--- config.mk ---
export PLATFORM = sky130hd
export DESIGN_NAME = bmp_8bit_stream_parser
export DESIGN_NICKNAME = d
export VERILOG_FILES = /design/src/hw/rtl/bsp_pkg.sv /design/src/hw/rtl/bsp_hdr.sv /design/src/hw/rtl/bsp_body.sv /design/src/hw/rtl/bmp_8bit_stream_parser.sv
export SDC_FILE = /design/constraint.sdc
export NUM_CORES = 1
export LEC_CHECK = 0
export CAP_MARGIN = 10
export CORE_UTILIZATION = 40
export CTS_BUF_LIST = sky130_fd_sc_hd__clkbuf_16
export CTS_CLUSTER_SIZE = 14
export DETAILED_ROUTE_END_ITERATION = 10
export DONT_BUFFER_PORTS = 1
export GPL_TIMING_DRIVEN = 0
export HOLD_SLACK_MARGIN = 0.03
export PLACE_DENSITY = 0.61
export RECOVER_POWER = 100
export SLEW_MARGIN = 10
export SYNTH_ARGS = -nofsm -noshare
export SYNTH_HDL_FRONTEND = slang
export SYNTH_SLANG_ARGS = --single-unit
--- constraint.sdc ---
create_clock -name clk -period 6.65 [get_ports clk]
set_input_delay 0.3325 -clock clk [delete_from_list [all_inputs] [get_ports clk]]
set_output_delay 0.3325 -clock clk [all_outputs]
set_load 0.005 [all_outputs]
--- src/hw/rtl/bsp_pkg.sv ---
`timescale 1ns / 1ps
// Shared types and constants for the 8-bit palettized bitmap stream parser.
package bsp_pkg;

	localparam int unsigned DEF_MAX_DIM       = 4096;
	localparam int unsigned DEF_PALETTE_BYTES = 1024;
	localparam int unsigned DEF_INFO_USED     = 40;

	// Position counters are 13 bits wide and wrap there.
	localparam int unsigned CNT_W = 13;

	localparam logic [7:0] MAGIC_B = 8'h42;
	localparam logic [7:0] MAGIC_M = 8'h4D;
	localparam logic [7:0] PLANES_ONE = 8'd1;
	localparam logic [7:0] DEPTH_8 = 8'd8;

	// Byte offsets of the header fields.
	localparam int unsigned FSIZE_LO   = 2;
	localparam int unsigned DOFF_LO    = 10;
	localparam int unsigned INFO_LO    = 14;
	localparam int unsigned WIDTH_LO   = 18;
	localparam int unsigned HEIGHT_LO  = 22;
	localparam int unsigned PLANES_OFF = 26;
	localparam int unsigned DEPTH_OFF  = 28;
	localparam int unsigned COMPR_OFF  = 30;

	localparam int unsigned FILE_HDR_BYTES = 14;
	localparam int unsigned MIN_HDR_END    = 18;

	// Format flags: planes ok, depth ok, compressed.
	localparam logic [2:0] FLAGS_OK = 3'b011;

	typedef enum logic [2:0] {
		KIND_HDR    = 3'd0,
		KIND_PAL    = 3'd1,
		KIND_PIX    = 3'd2,
		KIND_NOTBMP = 3'd3,
		KIND_UNSUP  = 3'd4,
		KIND_IGN    = 3'd5
	} kind_t;

	typedef enum logic [2:0] {
		ST_HDR  = 3'b001,
		ST_BODY = 3'b010,
		ST_REJ  = 3'b100
	} status_t;

	typedef struct packed {
		logic not_bmp;
		logic unsup;
		logic finish;
	} hdr_res_t;

endpackage

--- src/hw/rtl/bsp_hdr.sv ---
`timescale 1ns / 1ps
// Header byte decode: field capture, magic, size and format checks, header end.
module bsp_hdr #(
	parameter int unsigned MAX_DIM       = bsp_pkg::DEF_MAX_DIM,
	parameter int unsigned PALETTE_BYTES = bsp_pkg::DEF_PALETTE_BYTES,
	parameter int unsigned INFO_USED     = bsp_pkg::DEF_INFO_USED,
	localparam int unsigned DIM_W        = $clog2(MAX_DIM + 4)
) (
	input  logic [31:0]      off,
	input  logic [7:0]       b,
	input  logic [31:0]      file_cur,
	input  logic [31:0]      data_cur,
	input  logic [31:0]      info_cur,
	input  logic [DIM_W-1:0] width_cur,
	input  logic [DIM_W-1:0] height_cur,
	input  logic [2:0]       flags_cur,
	output logic [31:0]      file_nxt,
	output logic [31:0]      data_nxt,
	output logic [31:0]      info_nxt,
	output logic [DIM_W-1:0] width_nxt,
	output logic [DIM_W-1:0] height_nxt,
	output logic [2:0]       flags_nxt,
	output logic [DIM_W-1:0] stride_nxt,
	output logic [32:0]      pal_begin,
	output logic [32:0]      pal_lim,
	output bsp_pkg::hdr_res_t res
);
	import bsp_pkg::*;

	logic [31:0] width_w;
	logic [31:0] height_w;
	logic [31:0] used;
	logic [31:0] end_v;
	logic        magic_bad;
	logic        over;
	logic        at_end;
	logic        fmt_ok;

	always_comb begin
		file_nxt  = file_cur;
		data_nxt  = data_cur;
		info_nxt  = info_cur;
		width_w   = 32'(width_cur);
		height_w  = 32'(height_cur);
		flags_nxt = flags_cur;
		for (int k = 0; k < 4; k++) begin
			if (off == 32'(FSIZE_LO + k)) file_nxt[8*k +: 8] = b;
			if (off == 32'(DOFF_LO + k)) data_nxt[8*k +: 8] = b;
			if (off == 32'(INFO_LO + k)) info_nxt[8*k +: 8] = b;
			if (off == 32'(WIDTH_LO + k)) width_w = width_w + (32'(b) << (8 * k));
			if (off == 32'(HEIGHT_LO + k)) height_w = height_w + (32'(b) << (8 * k));
		end
		if (off == 32'(PLANES_OFF) && b == PLANES_ONE) flags_nxt[0] = 1'b1;
		if (off == 32'(DEPTH_OFF) && b == DEPTH_8) flags_nxt[1] = 1'b1;
		if (off == 32'(COMPR_OFF) && b != 8'd0) flags_nxt[2] = 1'b1;
	end

	assign width_nxt  = width_w[DIM_W-1:0];
	assign height_nxt = height_w[DIM_W-1:0];
	assign over       = (width_w > 32'(MAX_DIM)) || (height_w > 32'(MAX_DIM));
	assign magic_bad  = (off == 32'd0 && b != MAGIC_B) || (off == 32'd1 && b != MAGIC_M);

	// Header ends at 14 + min(info length, used part), never before byte 18.
	always_comb begin
		used = (info_nxt < 32'(INFO_USED)) ? info_nxt : 32'(INFO_USED);
		end_v = used + 32'(FILE_HDR_BYTES);
		if (end_v < 32'(MIN_HDR_END)) end_v = 32'(MIN_HDR_END);
	end

	assign at_end = (off >= 32'(MIN_HDR_END - 1)) && (off >= end_v - 32'd1);
	assign fmt_ok = (flags_nxt == FLAGS_OK);

	assign res.not_bmp = magic_bad;
	assign res.unsup   = !magic_bad && (over || (at_end && !fmt_ok));
	assign res.finish  = !magic_bad && !over && at_end && fmt_ok;

	// Round the width up to a multiple of four for the row stride.
	always_comb begin
		stride_nxt = width_nxt + DIM_W'(3);
		stride_nxt[1:0] = 2'b00;
	end

	assign pal_begin = {1'b0, info_nxt} + 33'(FILE_HDR_BYTES);
	assign pal_lim   = {1'b0, info_nxt} + 33'(FILE_HDR_BYTES + PALETTE_BYTES);

endmodule

--- src/hw/rtl/bsp_body.sv ---
`timescale 1ns / 1ps
// Body byte classification: skip, palette or pixel, with pixel position counters.
module bsp_body #(
	parameter int unsigned MAX_DIM = bsp_pkg::DEF_MAX_DIM,
	localparam int unsigned DIM_W  = $clog2(MAX_DIM + 4)
) (
	input  logic [31:0]               off,
	input  logic [32:0]               pal_begin,
	input  logic [32:0]               pal_lim,
	input  logic [31:0]               data_off,
	input  logic [DIM_W-1:0]          stride,
	input  logic [DIM_W-1:0]          height,
	input  logic [bsp_pkg::CNT_W-1:0] col,
	input  logic [bsp_pkg::CNT_W-1:0] row,
	output bsp_pkg::kind_t            kind,
	output logic [9:0]                pal_off,
	output logic [11:0]               px,
	output logic [11:0]               py,
	output logic [bsp_pkg::CNT_W-1:0] col_nxt,
	output logic [bsp_pkg::CNT_W-1:0] row_nxt
);
	import bsp_pkg::*;

	logic [CNT_W:0] col_inc;
	logic [31:0]    stride_w;
	logic [31:0]    height_w;
	logic           row_wrap;

	assign col_inc  = {1'b0, col} + (CNT_W + 1)'(1);
	assign stride_w = 32'(stride);
	assign height_w = 32'(height);
	assign row_wrap = 32'(col_inc) >= stride_w;

	always_comb begin
		kind    = KIND_HDR;
		pal_off = '0;
		px      = '0;
		py      = '0;
		col_nxt = col;
		row_nxt = row;
		if ({1'b0, off} < pal_begin) begin
			kind = KIND_HDR;
		end else if (off < data_off) begin
			if ({1'b0, off} < pal_lim) begin
				kind    = KIND_PAL;
				pal_off = off[9:0] - pal_begin[9:0];
			end
		end else begin
			kind = KIND_PIX;
			px   = col[11:0];
			py   = height_w[11:0] - row[11:0] - 12'd1;
			if (row_wrap) begin
				col_nxt = '0;
				row_nxt = row + CNT_W'(1);
			end else begin
				col_nxt = col_inc[CNT_W-1:0];
			end
		end
	end

endmodule

--- src/hw/rtl/bmp_8bit_stream_parser.sv ---
`timescale 1ns / 1ps
// Bitmap stream parser: one file byte in, one classified result out per transaction.
// Latency: the result is valid in the cycle after the byte's transaction.
// Throughput: one byte per cycle while results are taken; the result register frees as it is taken.
// Reset: all parse state clears as at the start of a file; no result pending.
// The header decode and body classification sit between the state and result registers.
module bmp_8bit_stream_parser #(
	parameter int unsigned MAX_DIM       = bsp_pkg::DEF_MAX_DIM,
	parameter int unsigned PALETTE_BYTES = bsp_pkg::DEF_PALETTE_BYTES,
	parameter int unsigned INFO_USED     = bsp_pkg::DEF_INFO_USED
) (
	input  logic        clk,
	input  logic        arst_n,
	input  logic        in_valid,
	output logic        in_ready,
	input  logic [7:0]  file_byte,
	input  logic        first_of_file,
	output logic        out_valid,
	input  logic        out_ready,
	output logic [2:0]  kind,
	output logic [9:0]  palette_offset,
	output logic [11:0] pixel_x,
	output logic [11:0] pixel_y,
	output logic [7:0]  value,
	output logic        file_done
);
	import bsp_pkg::*;

	localparam int unsigned DIM_W = $clog2(MAX_DIM + 4);

	// Parse state
	logic [31:0]      off_q;
	logic [31:0]      file_q;
	logic [31:0]      data_q;
	logic [31:0]      info_q;
	logic [DIM_W-1:0] stride_q;
	logic [DIM_W-1:0] height_q;
	logic [CNT_W-1:0] col_q;
	logic [CNT_W-1:0] row_q;
	logic [2:0]       flags_q;
	status_t          status_q;
	logic [32:0]      pal_begin_q;
	logic [32:0]      pal_lim_q;

	// Result register
	logic        out_valid_q;
	kind_t       kind_q;
	logic [9:0]  pal_off_q;
	logic [11:0] px_q;
	logic [11:0] py_q;
	logic [7:0]  value_q;
	logic        done_q;

	// State as seen by this byte: a new file starts from cleared state.
	logic [31:0]      off_c;
	logic [31:0]      file_c;
	logic [31:0]      data_c;
	logic [31:0]      info_c;
	logic [DIM_W-1:0] stride_c;
	logic [DIM_W-1:0] height_c;
	logic [CNT_W-1:0] col_c;
	logic [CNT_W-1:0] row_c;
	logic [2:0]       flags_c;
	status_t          status_c;

	// Header decode outputs
	logic [31:0]      h_file;
	logic [31:0]      h_data;
	logic [31:0]      h_info;
	logic [DIM_W-1:0] h_width;
	logic [DIM_W-1:0] h_height;
	logic [2:0]       h_flags;
	logic [DIM_W-1:0] h_stride;
	logic [32:0]      h_pal_begin;
	logic [32:0]      h_pal_lim;
	hdr_res_t         h_res;

	// Body classification outputs
	kind_t            b_kind;
	logic [9:0]       b_pal_off;
	logic [11:0]      b_px;
	logic [11:0]      b_py;
	logic [CNT_W-1:0] b_col;
	logic [CNT_W-1:0] b_row;

	// Result of this byte
	kind_t       kind_d;
	logic [9:0]  pal_off_d;
	logic [11:0] px_d;
	logic [11:0] py_d;
	logic [7:0]  value_d;
	logic        done_d;
	logic [31:0] file_sel;

	logic in_fire;

	// Accept whenever the result register is empty or being drained.
	assign in_ready = !out_valid_q || out_ready;
	assign in_fire  = in_valid && in_ready;

	always_comb begin
		if (first_of_file) begin
			off_c    = '0;
			file_c   = '0;
			data_c   = '0;
			info_c   = '0;
			stride_c = '0;
			height_c = '0;
			col_c    = '0;
			row_c    = '0;
			flags_c  = '0;
			status_c = ST_HDR;
		end else begin
			off_c    = off_q;
			file_c   = file_q;
			data_c   = data_q;
			info_c   = info_q;
			stride_c = stride_q;
			height_c = height_q;
			col_c    = col_q;
			row_c    = row_q;
			flags_c  = flags_q;
			status_c = status_q;
		end
	end

	// During the header the stride register still holds the raw width.
	bsp_hdr #(
		.MAX_DIM       (MAX_DIM),
		.PALETTE_BYTES (PALETTE_BYTES),
		.INFO_USED     (INFO_USED)
	) u_hdr (
		.off        (off_c),
		.b          (file_byte),
		.file_cur   (file_c),
		.data_cur   (data_c),
		.info_cur   (info_c),
		.width_cur  (stride_c),
		.height_cur (height_c),
		.flags_cur  (flags_c),
		.file_nxt   (h_file),
		.data_nxt   (h_data),
		.info_nxt   (h_info),
		.width_nxt  (h_width),
		.height_nxt (h_height),
		.flags_nxt  (h_flags),
		.stride_nxt (h_stride),
		.pal_begin  (h_pal_begin),
		.pal_lim    (h_pal_lim),
		.res        (h_res)
	);

	bsp_body #(
		.MAX_DIM (MAX_DIM)
	) u_body (
		.off       (off_c),
		.pal_begin (pal_begin_q),
		.pal_lim   (pal_lim_q),
		.data_off  (data_c),
		.stride    (stride_c),
		.height    (height_c),
		.col       (col_c),
		.row       (row_c),
		.kind      (b_kind),
		.pal_off   (b_pal_off),
		.px        (b_px),
		.py        (b_py),
		.col_nxt   (b_col),
		.row_nxt   (b_row)
	);

	// Pick the result by parse status.
	always_comb begin
		kind_d    = KIND_IGN;
		pal_off_d = '0;
		px_d      = '0;
		py_d      = '0;
		value_d   = '0;
		file_sel  = file_c;
		unique case (status_c)
			ST_HDR: begin
				file_sel = h_file;
				if (h_res.not_bmp) begin
					kind_d = KIND_NOTBMP;
				end else if (h_res.unsup) begin
					kind_d = KIND_UNSUP;
				end else begin
					kind_d = KIND_HDR;
				end
			end
			ST_BODY: begin
				kind_d    = b_kind;
				pal_off_d = b_pal_off;
				px_d      = b_px;
				py_d      = b_py;
				if (b_kind == KIND_PAL || b_kind == KIND_PIX) value_d = file_byte;
			end
			ST_REJ: begin
				kind_d = KIND_IGN;
			end
			default: begin
				kind_d = KIND_IGN;
			end
		endcase
	end

	// Flag the byte that reaches the declared file size.
	assign done_d = (kind_d == KIND_HDR || kind_d == KIND_PAL || kind_d == KIND_PIX)
		&& (off_c >= 32'd5)
		&& (({1'b0, off_c} + 33'd1) == {1'b0, file_sel});

	// Advance the parse state on each transaction.
	always_ff @(posedge clk or negedge arst_n) begin
		if (!arst_n) begin
			off_q       <= '0;
			file_q      <= '0;
			data_q      <= '0;
			info_q      <= '0;
			stride_q    <= '0;
			height_q    <= '0;
			col_q       <= '0;
			row_q       <= '0;
			flags_q     <= '0;
			status_q    <= ST_HDR;
			pal_begin_q <= '0;
			pal_lim_q   <= '0;
		end else if (in_fire) begin
			// Saturate the byte offset at all ones.
			off_q <= (off_c == '1) ? off_c : off_c + 32'd1;
			unique case (status_c)
				ST_HDR: begin
					file_q   <= h_file;
					data_q   <= h_data;
					info_q   <= h_info;
					height_q <= h_height;
					flags_q  <= h_flags;
					col_q    <= '0;
					row_q    <= '0;
					if (h_res.not_bmp || h_res.unsup) begin
						stride_q <= h_width;
						status_q <= ST_REJ;
					end else if (h_res.finish) begin
						// Header done: switch to the padded stride and open the body.
						stride_q    <= h_stride;
						pal_begin_q <= h_pal_begin;
						pal_lim_q   <= h_pal_lim;
						status_q    <= ST_BODY;
					end else begin
						stride_q <= h_width;
						status_q <= ST_HDR;
					end
				end
				ST_BODY: begin
					col_q <= b_col;
					row_q <= b_row;
				end
				ST_REJ: begin
					// Hold the parse fields until the next file starts; only the byte offset advances.
					status_q <= ST_REJ;
				end
				default: begin
					status_q <= ST_REJ;
				end
			endcase
		end
	end

	// Result valid: set on a transaction in, drop when taken with nothing new.
	always_ff @(posedge clk or negedge arst_n) begin
		if (!arst_n) begin
			out_valid_q <= 1'b0;
		end else if (in_fire) begin
			out_valid_q <= 1'b1;
		end else if (out_ready) begin
			out_valid_q <= 1'b0;
		end
	end

	// Result payload: load with each accepted byte.
	always_ff @(posedge clk) begin
		if (in_fire) begin
			kind_q    <= kind_d;
			pal_off_q <= pal_off_d;
			px_q      <= px_d;
			py_q      <= py_d;
			value_q   <= value_d;
			done_q    <= done_d;
		end
	end

	assign out_valid      = out_valid_q;
	assign kind           = kind_q;
	assign palette_offset = pal_off_q;
	assign pixel_x        = px_q;
	assign pixel_y        = py_q;
	assign value          = value_q;
	assign file_done      = done_q;

endmodule
* Word level (Yosys, flattened, before mapping)
Cells that the tools add are included.
** Word-level totals
- Output and inout bits :: 48
- Input bits :: 13
- Register bits :: 299
- Word-level logic and storage cells :: 187
** Cells by class
- $add $sub $neg :: 20
- Order comparisons :: 11
- Eq/ne operators :: 37
- Bitwise operators :: 4
- Muxes and demuxes :: 58
- Reduce and logical (&&, ||, !) cells :: 38
** Operator list (count)
- two-way mux 32 bit :: 15
- equality test 32 x 5 -> 1 bit (second input constant) :: 13
- equality test 32 x 4 -> 1 bit (second input constant) :: 6
- two-way mux 13 bit :: 12
- two-way mux 8 bit :: 12
- < comparator 32 x 33 -> 1 bit :: 2
- adder 32 x 16 -> 32 bit :: 2
- adder 32 x 24 -> 32 bit :: 2
- adder 32 bit :: 2
- equality test 32 x 2 -> 1 bit (second input constant) :: 2
- equality test 32 x 3 -> 1 bit (second input constant) :: 2
- > comparator 32 x 13 -> 1 bit (second input constant) :: 2
- case mux 13 bit (2 select lines) :: 2
- adder 32 x 1 -> 33 bit (second input constant) :: 1
- adder 32 x 11 -> 33 bit (second input constant) :: 1
- adder 32 x 4 -> 33 bit (second input constant) :: 1
- equality test 33 x 32 -> 1 bit :: 1
- adder 32 x 1 -> 32 bit (second input constant) :: 1
- adder 32 x 4 -> 32 bit (second input constant) :: 1
- equality test 32 x 1 -> 1 bit (second input constant) :: 1
- equality test 32 bit (second input constant) :: 1
- >= comparator 32 x 3 -> 1 bit (second input constant) :: 1
- >= comparator 32 bit :: 1
- >= comparator 32 x 5 -> 1 bit (second input constant) :: 1
- 34 further kinds :: 83

* Longest topological paths before layout
- Word-level depth :: 22
- Mapped depth :: 39
- Mapped depth without buffers :: 35

* By module
From an unflattened synthesis, not the netlist that was laid out.
** Second synthesis, totals
- Cells, all modules :: 2936
- Area total of the unflattened synthesis :: 26266.4 um^2
** Modules (own cells, without submodules)
- bmp_8bit_stream_parser :: sequential area each 7713.6 um^2, area each 15041.9 um^2, times used 1, cells an instance 1337
- bsp_hdr :: sequential area each 0.0 um^2, area each 6837.8 um^2, times used 1, cells an instance 965
- bsp_body :: sequential area each 0.0 um^2, area each 4386.7 um^2, times used 1, cells an instance 634

* Worst setup path after synthesis
No wires, ideal clock.
- Path kind :: input to register
- Start :: input port first_of_file
- End :: register stride_q[1]
- Arrival :: 6930 ps
- Setup time :: 122 ps
- Required time :: 6528 ps
- Path buffers :: 4
- Setup slack :: -402 ps
- Cell stages on the path :: 38
- Path through :: buf_2 > clkbuf_1 > clkbuf_1 > nor2b_1 > ha_1 > inv_1 > fa_1 > nor2b_1 > o2111ai_1 > a31oi_1 > nand2_1 > xnor2_1 > ha_1 > fa_1 > nand2_1 > a21oi_1 > o21a_1 > nor2_1 > [2 not listed] > ha_1 > nand3_1 > nor3_1 > ha_1 > ha_1 > and3_1 > and3_1 > o21ai_0 > a21oi_1 > nor4_1 > nor4_1 > o2111ai_1 > nor4b_2 > and2_1 > buf_2 > nand2_2 > a31o_2 > a32o_1
** Between the ends
- Word-level cells in the longest chain between the ends :: 17
- Elaborated cells between the ends (all ways) :: 79
- Those cells by class :: 10 x add/sub; 6 x order compare; 18 x eq/ne; 25 x mux; 20 x reduce/logical
** Ends and longest elaborated chain
- start, declared :: line bmp_8bit_stream_parser.sv:17 : input logic first_of_file,
- branches (longest 17 deep; another with < comparator 32 x 6 -> 1 bit)
- end signal, assigned :: line bmp_8bit_stream_parser.sv:240 : stride_q <= h_width;
- end signal, assigned :: line bmp_8bit_stream_parser.sv:244 : stride_q <= h_stride;
- end signal, assigned :: line bmp_8bit_stream_parser.sv:249 : stride_q <= h_width;
- end, declared :: line bmp_8bit_stream_parser.sv:36 : logic [DIM_W-1:0] stride_q;
Several ways; the timed one is not identified.
A chain may end at the register's enable or synchronous reset.

* Worst setup path after layout
- Start :: register height_q[3]
- End :: register pal_begin_q[4]
** Between the ends
- Word-level cells in the longest chain between the ends :: 16
- Elaborated cells between the ends (all ways) :: 20
- Those cells by class :: 4 x add/sub; 1 x order compare; 5 x mux; 1 x bitwise; 9 x reduce/logical
** Ends and longest elaborated chain
- start, declared :: line bmp_8bit_stream_parser.sv:37 : logic [DIM_W-1:0] height_q;
- start signal, assigned :: line bmp_8bit_stream_parser.sv:235 : height_q <= h_height;
- two-way mux 13 bit (*) :: line bmp_8bit_stream_parser.sv:102 : if (first_of_file) begin
- adder 13 x 8 -> 14 bit :: line bsp_hdr.sv:51 : if (off == 32'(HEIGHT_LO + k)) height_w = height_w + (32'(b) << (8 * k));
- two-way mux 14 bit (*) :: line bsp_hdr.sv:51
- adder 32 x 16 -> 32 bit :: line bsp_hdr.sv:51
- two-way mux 32 bit (*) :: line bsp_hdr.sv:51
- adder 32 x 24 -> 32 bit :: line bsp_hdr.sv:51
- two-way mux 32 bit (*) :: line bsp_hdr.sv:51
- adder 32 bit :: line bsp_hdr.sv:51
- two-way mux 32 bit (*) :: line bsp_hdr.sv:51
- > comparator 32 x 13 -> 1 bit (*) :: line bsp_hdr.sv:60 : assign over = (width_w > 32'(MAX_DIM)) || (height_w > 32'(MAX_DIM));
- logical OR 1 bit (*) :: line bsp_hdr.sv:60
- logical NOT 1 bit / logical OR 1 bit (equally long branches) :: line bsp_hdr.sv:75, bsp_hdr.sv:74
- logical AND 1 bit, on equally long branches :: line bsp_hdr.sv:75, bsp_hdr.sv:74
- logical AND 1 bit / logical OR 1 bit (equally long branches) :: line bsp_hdr.sv:75, bmp_8bit_stream_parser.sv:239
- logical AND 1 bit / inverter 1 bit (equally long branches)
- AND reduction 4 bit (no line) (*)
- end signal, assigned :: line bmp_8bit_stream_parser.sv:245 : pal_begin_q <= h_pal_begin;
- end, declared :: line bmp_8bit_stream_parser.sv:42 : logic [32:0] pal_begin_q;
Mark *: on every way between the ends. The rest lies on a longest branch, timed or not.

==> summary by stage <==
Cells and area
The number of fill cells in the layout is roughly 5,000. The post-synthesis to final-layout area growth is 19.7%. At the end of the flow, the number of nets in the layout was 2,859. 0 antenna diodes ended up in the layout.

After routing the design area is approximately 26,000 um2. In the final layout, the share of cells above drive strength 1 is 0.146.

STA
Subtracting the final worst setup slack from the clock period gives 6.94 ns. Dividing the final minimum period by the clock period gives 1.04. The count of pins over their slew limit was 259. The count of final hold-check violations is 0. The setup-violating endpoint count in the final report is 74. Derived from the worst setup path, the maximum achievable clock frequency is 144 MHz. Once routing completed, OpenROAD measured the worst setup slack at -0.290 ns. The headroom to the max-slew limit is -2.49. The slew at the pin closest to its max-slew limit is 5.24 ns. Setup repair after global routing could not meet its margin everywhere. Summed over all failing endpoints, the final setup total negative slack is -14.37 ns. Between clock sinks in the finished design, the worst skew comes to roughly 0.014 ns.

Logic synthesis
The synthesized area per cell is 8.63 um2. The share of synthesized registers carrying an async set or reset is 0.840. In the post-synthesis netlist, the biggest area contributors are sky130_fd_sc_hd__dfrtp_1 (28%), sky130_fd_sc_hd__ha_1 (10%), sky130_fd_sc_hd__edfxtp_1 (6.4%). The share of synthesized area in the top cell type comes to 0.280.

The largest area contributor in the synthesized netlist is sky130_fd_sc_hd__dfrtp_1. The synthesized design contains 288 register bits. Counting flops with a built-in enable in the synthesized netlist gives 46. The dominant synthesized flop cell is sky130_fd_sc_hd__dfrtp_1. The netlist area before placement is 21,600 um2.

In the synthesized netlist, the number of instances is roughly 2,500. Ranked by instance count, the synthesized netlist is headed by sky130_fd_sc_hd__nand2_1 (287), sky130_fd_sc_hd__dfrtp_1 (241), sky130_fd_sc_hd__nor2_1 (196), sky130_fd_sc_hd__ha_1 (176), sky130_fd_sc_hd__o21ai_0 (163). The total of warnings raised by yosys is 0.

The number of distinct library cells after synthesis is 94. The cell with the most instances after synthesis is sky130_fd_sc_hd__nand2_1. For this run, the register share of the synthesized area comes to 0.345.

Die
Measured along the y axis, the die boundary spans around 230 um. The count of standard-cell rows is 84. The effective utilization at floorplan is 0.408. The die outline area is ~55,000 um2. The standard cell core area is 52,900 um2. The die outline width is 234 um. During I/O placement, the number of pins put on the boundary was 61.

Drt
After detailed routing, the average wire length per cell comes to about 23 um. The number of optimization iterations in the first detailed-route pass is 9. After detailed routing, the number of vias per cell comes to between 6 and 7. Summing over every cut layer, the via total after detailed routing is around 20,000. The DRC violation count after routing is 8.

The DRC marker count from the first detailed-route iteration is 2,242. The post-detailed-routing wire length is 79,000 um. The antenna violation net count after detailed routing is 0.

Clocking
Counting every sink on the clock net gives 288. The number of H-tree levels is 2. Counting along the longest clock path gives a buffer depth of 3. TritonCTS built the clock tree.

Buffers inserted during clock tree synthesis total 37. The clock-pin slew of the registers on the worst-case setup and hold paths is ~0.060 ns. The cell at the root of the clock tree is sky130_fd_sc_hd__clkbuf_16. At the later pin of the worst-skew pair, clock insertion delay measures 0.57 ns.

Worst setup path
The largest individual stage delay along the critical path comes from the cell sky130_fd_sc_hd__nor2b_1. The category of the most critical setup path is register to register. Broken down by cell family, the worst path's largest delay share belongs to simple AND/OR/NAND/NOR gates. The arrival time at the worst endpoint is 7.39 ns. In this run the worst setup path begins at height_q[3].

The worst setup path is captured at a register. The startpoint kind of the worst setup timing path is a register. STA puts the critical path data required time at 7.10 ns.

The startpoint of the worst register-to-register path is height_q[3]. The peak fanout along the critical path is 4. The biggest cell delay along the critical path is around 0.46 ns. The number of buffer and inverter stages on the critical path is 2.

Status
The checks that failed: design-rule violations, max-capacitance violations, max-slew violations, negative setup slack. The flow ran to the end, but the final reports show violations.

Global routing
The global routing stage identified its most utilized layer as met2. The number of global-route vias before repair is 19,700. Across every metal layer, demand over resource in global routing totals 0.286. Summed over all layers, the global routing overflow is 0. The initial antenna violation count came to 1. The met2 usage is 0.441. The first global-routing pass estimated ~120,000 um of wire. The met3 routing resource usage after global routing is 0.0497. The maximum number of pins on one net before global-route repair is 243. The met1 usage is 0.390.

Run
Max-cap violations in this run came to 2.

Placement
The instance area after placement is 22,700 um2. The number of buffers inserted by port buffering is 0. At the end of routability-driven placement, the weighted congestion stood at 0.958. Summed over all nets, the half-perimeter wirelength after detailed placement is roughly 56,000 um.

Power
In this run the static leakage power is 0.0108 uW. For this design the ratio of total power to cell area is about 190 nW/um2. VDD sags by at most 142 uV.

Hold path
The hold path startpoint is file_byte[0]. In this run the worst hold path is classified as primary input to register.
## path summary, 6_finish.rpt
kind	end	slack [ns]	depth (start not counted)
worst max-delay path	pal_begin_q[4]	-0.29	33
max in group asynchronous	off_q[24]	0.90	3
worst max register to register	pal_begin_q[4]	-0.29	33
min in group asynchronous	pal_begin_q[22]	2.20	2
worst min register to register	info_q[6]	0.47	2
worst min-delay path	pal_begin_q[0]	0.07	2
## cells by family (layout without fill, tap and decap cells)
kind of cell    after synthesis  in the layout  synth area share
compound gates              642            642             0.194
xor+xnor                    163            163            0.0662
fa+ha+maj                   183            183             0.108
buf+inv                     224            393            0.0406
flops                       288            288             0.345
mux                          37             37            0.0179
other cells                   1             26          0.000174
simple gates                960            960             0.229
## report_power, final
| group | internal, uW | switching [uW] | total (uW) |
|---|---|---|---|
| Sequential | 1860 | 59.0 | 1920 |
| Combinational | 340 | 652 | 992 |
| Clock | 1050 | 837 | 1890 |
| Total | 3250 | 1550 | 4790 |
## per-layer routing
layer	vias to the layer above	share of wire
met5	-	0
met4	0	0.046
met3	203	0.077
met2	942	0.44
met1	9904	0.43
li1	9329	-
## flip-flops by register name, indices dropped and copies added (netlist names)
| name | cells |
|---|---|
| height_q | 13 |
| pixel_x | 12 |
| file_q | 32 |
| data_q | 32 |
| out_valid | 1 |
| value | 8 |
| row_q | 12 |
| pal_lim_q | 23 |
| file_done | 1 |
| status_q | 3 |
| palette_offset | 10 |
| off_q | 32 |
| kind | 3 |
| pixel_y | 12 |
| flags_q | 3 |
| pal_begin_q | 33 |
| col_q | 13 |
| stride_q | 13 |
| info_q | 32 |
## metrics by stage
step / util / hold slack [ns] / instances / worst slack, ns / total power (uW)
floorplan: - / 0.0369 / 2523 / 0.00300 / 2510
global placement: 0.429 / 0.0478 / 3211 / -4.85 / 2760
detailed placement: 0.430 / 0.0439 / 3215 / -4.51 / 2780
CTS: 0.477 / 0.0745 / 3356 / -0.0557 / 4760
global route: 0.488 / 0.0775 / 3380 / -0.516 / 4970
finish: 0.488 / 0.0710 / 3380 / -0.290 / 4790
## final cells by class
| type | count | area, um2 | share of cell area |
|---|---|---|---|
| Inverter | 110 | 427 | 0.0165 |
| Sequential cell | 288 | 7450 | 0.288 |
| Tap cell | 688 | 861 | 0.0333 |
| Clock buffer | 37 | 926 | 0.0359 |
| Timing Repair Buffer | 109 | 1010 | 0.0391 |
| Multi-Input combinational cell | 2011 | 14300 | 0.554 |
| Clock inverter | 29 | 160 | 0.00620 |
| Buffer | 108 | 677 | 0.0262 |
## repair_timing
item,in CTS,in global routing
gates cloned,1,5
endpoints found under the hold margin,243,0
hold buffers,4,0
setup buffers,76,18
pin swaps,67,44
endpoints found under the setup margin,146,107
resized for setup,177,110
## layout by cell type (no fill, tap or decap), types with 12 or more instances in the layout
master	Yosys	final
sky130_fd_sc_hd__nand2_1	287	266
sky130_fd_sc_hd__dfrtp_1	241	235
sky130_fd_sc_hd__nor2_1	196	193
sky130_fd_sc_hd__ha_1	176	161
sky130_fd_sc_hd__o21ai_0	163	144
sky130_fd_sc_hd__a21oi_1	130	121
sky130_fd_sc_hd__inv_1	107	116
sky130_fd_sc_hd__xnor2_1	108	103
sky130_fd_sc_hd__buf_4	1	94
sky130_fd_sc_hd__nor2b_1	91	84
sky130_fd_sc_hd__a22o_1	80	80
sky130_fd_sc_hd__nand3_1	72	68
sky130_fd_sc_hd__clkbuf_1	88	64
sky130_fd_sc_hd__a21o_1	56	56
sky130_fd_sc_hd__xor2_1	55	55
sky130_fd_sc_hd__nor3_1	60	48
sky130_fd_sc_hd__edfxtp_1	46	46
sky130_fd_sc_hd__clkbuf_16	0	44
sky130_fd_sc_hd__o21ai_1	41	40
sky130_fd_sc_hd__nand4_1	33	33
sky130_fd_sc_hd__a22oi_1	29	29
sky130_fd_sc_hd__conb_1	1	26
sky130_fd_sc_hd__and3_1	29	25
sky130_fd_sc_hd__nand2b_1	25	25
sky130_fd_sc_hd__nor3b_1	26	24
sky130_fd_sc_hd__mux2i_1	31	22
sky130_fd_sc_hd__a31oi_1	22	21
sky130_fd_sc_hd__nor4_1	30	21
sky130_fd_sc_hd__o21ai_2	0	20
sky130_fd_sc_hd__nand2_2	1	19
sky130_fd_sc_hd__o211ai_1	17	17
sky130_fd_sc_hd__and2_1	18	17
sky130_fd_sc_hd__or3_1	17	16
sky130_fd_sc_hd__buf_6	2	12
No activity file was read; power rests on OpenSTA's default activity.
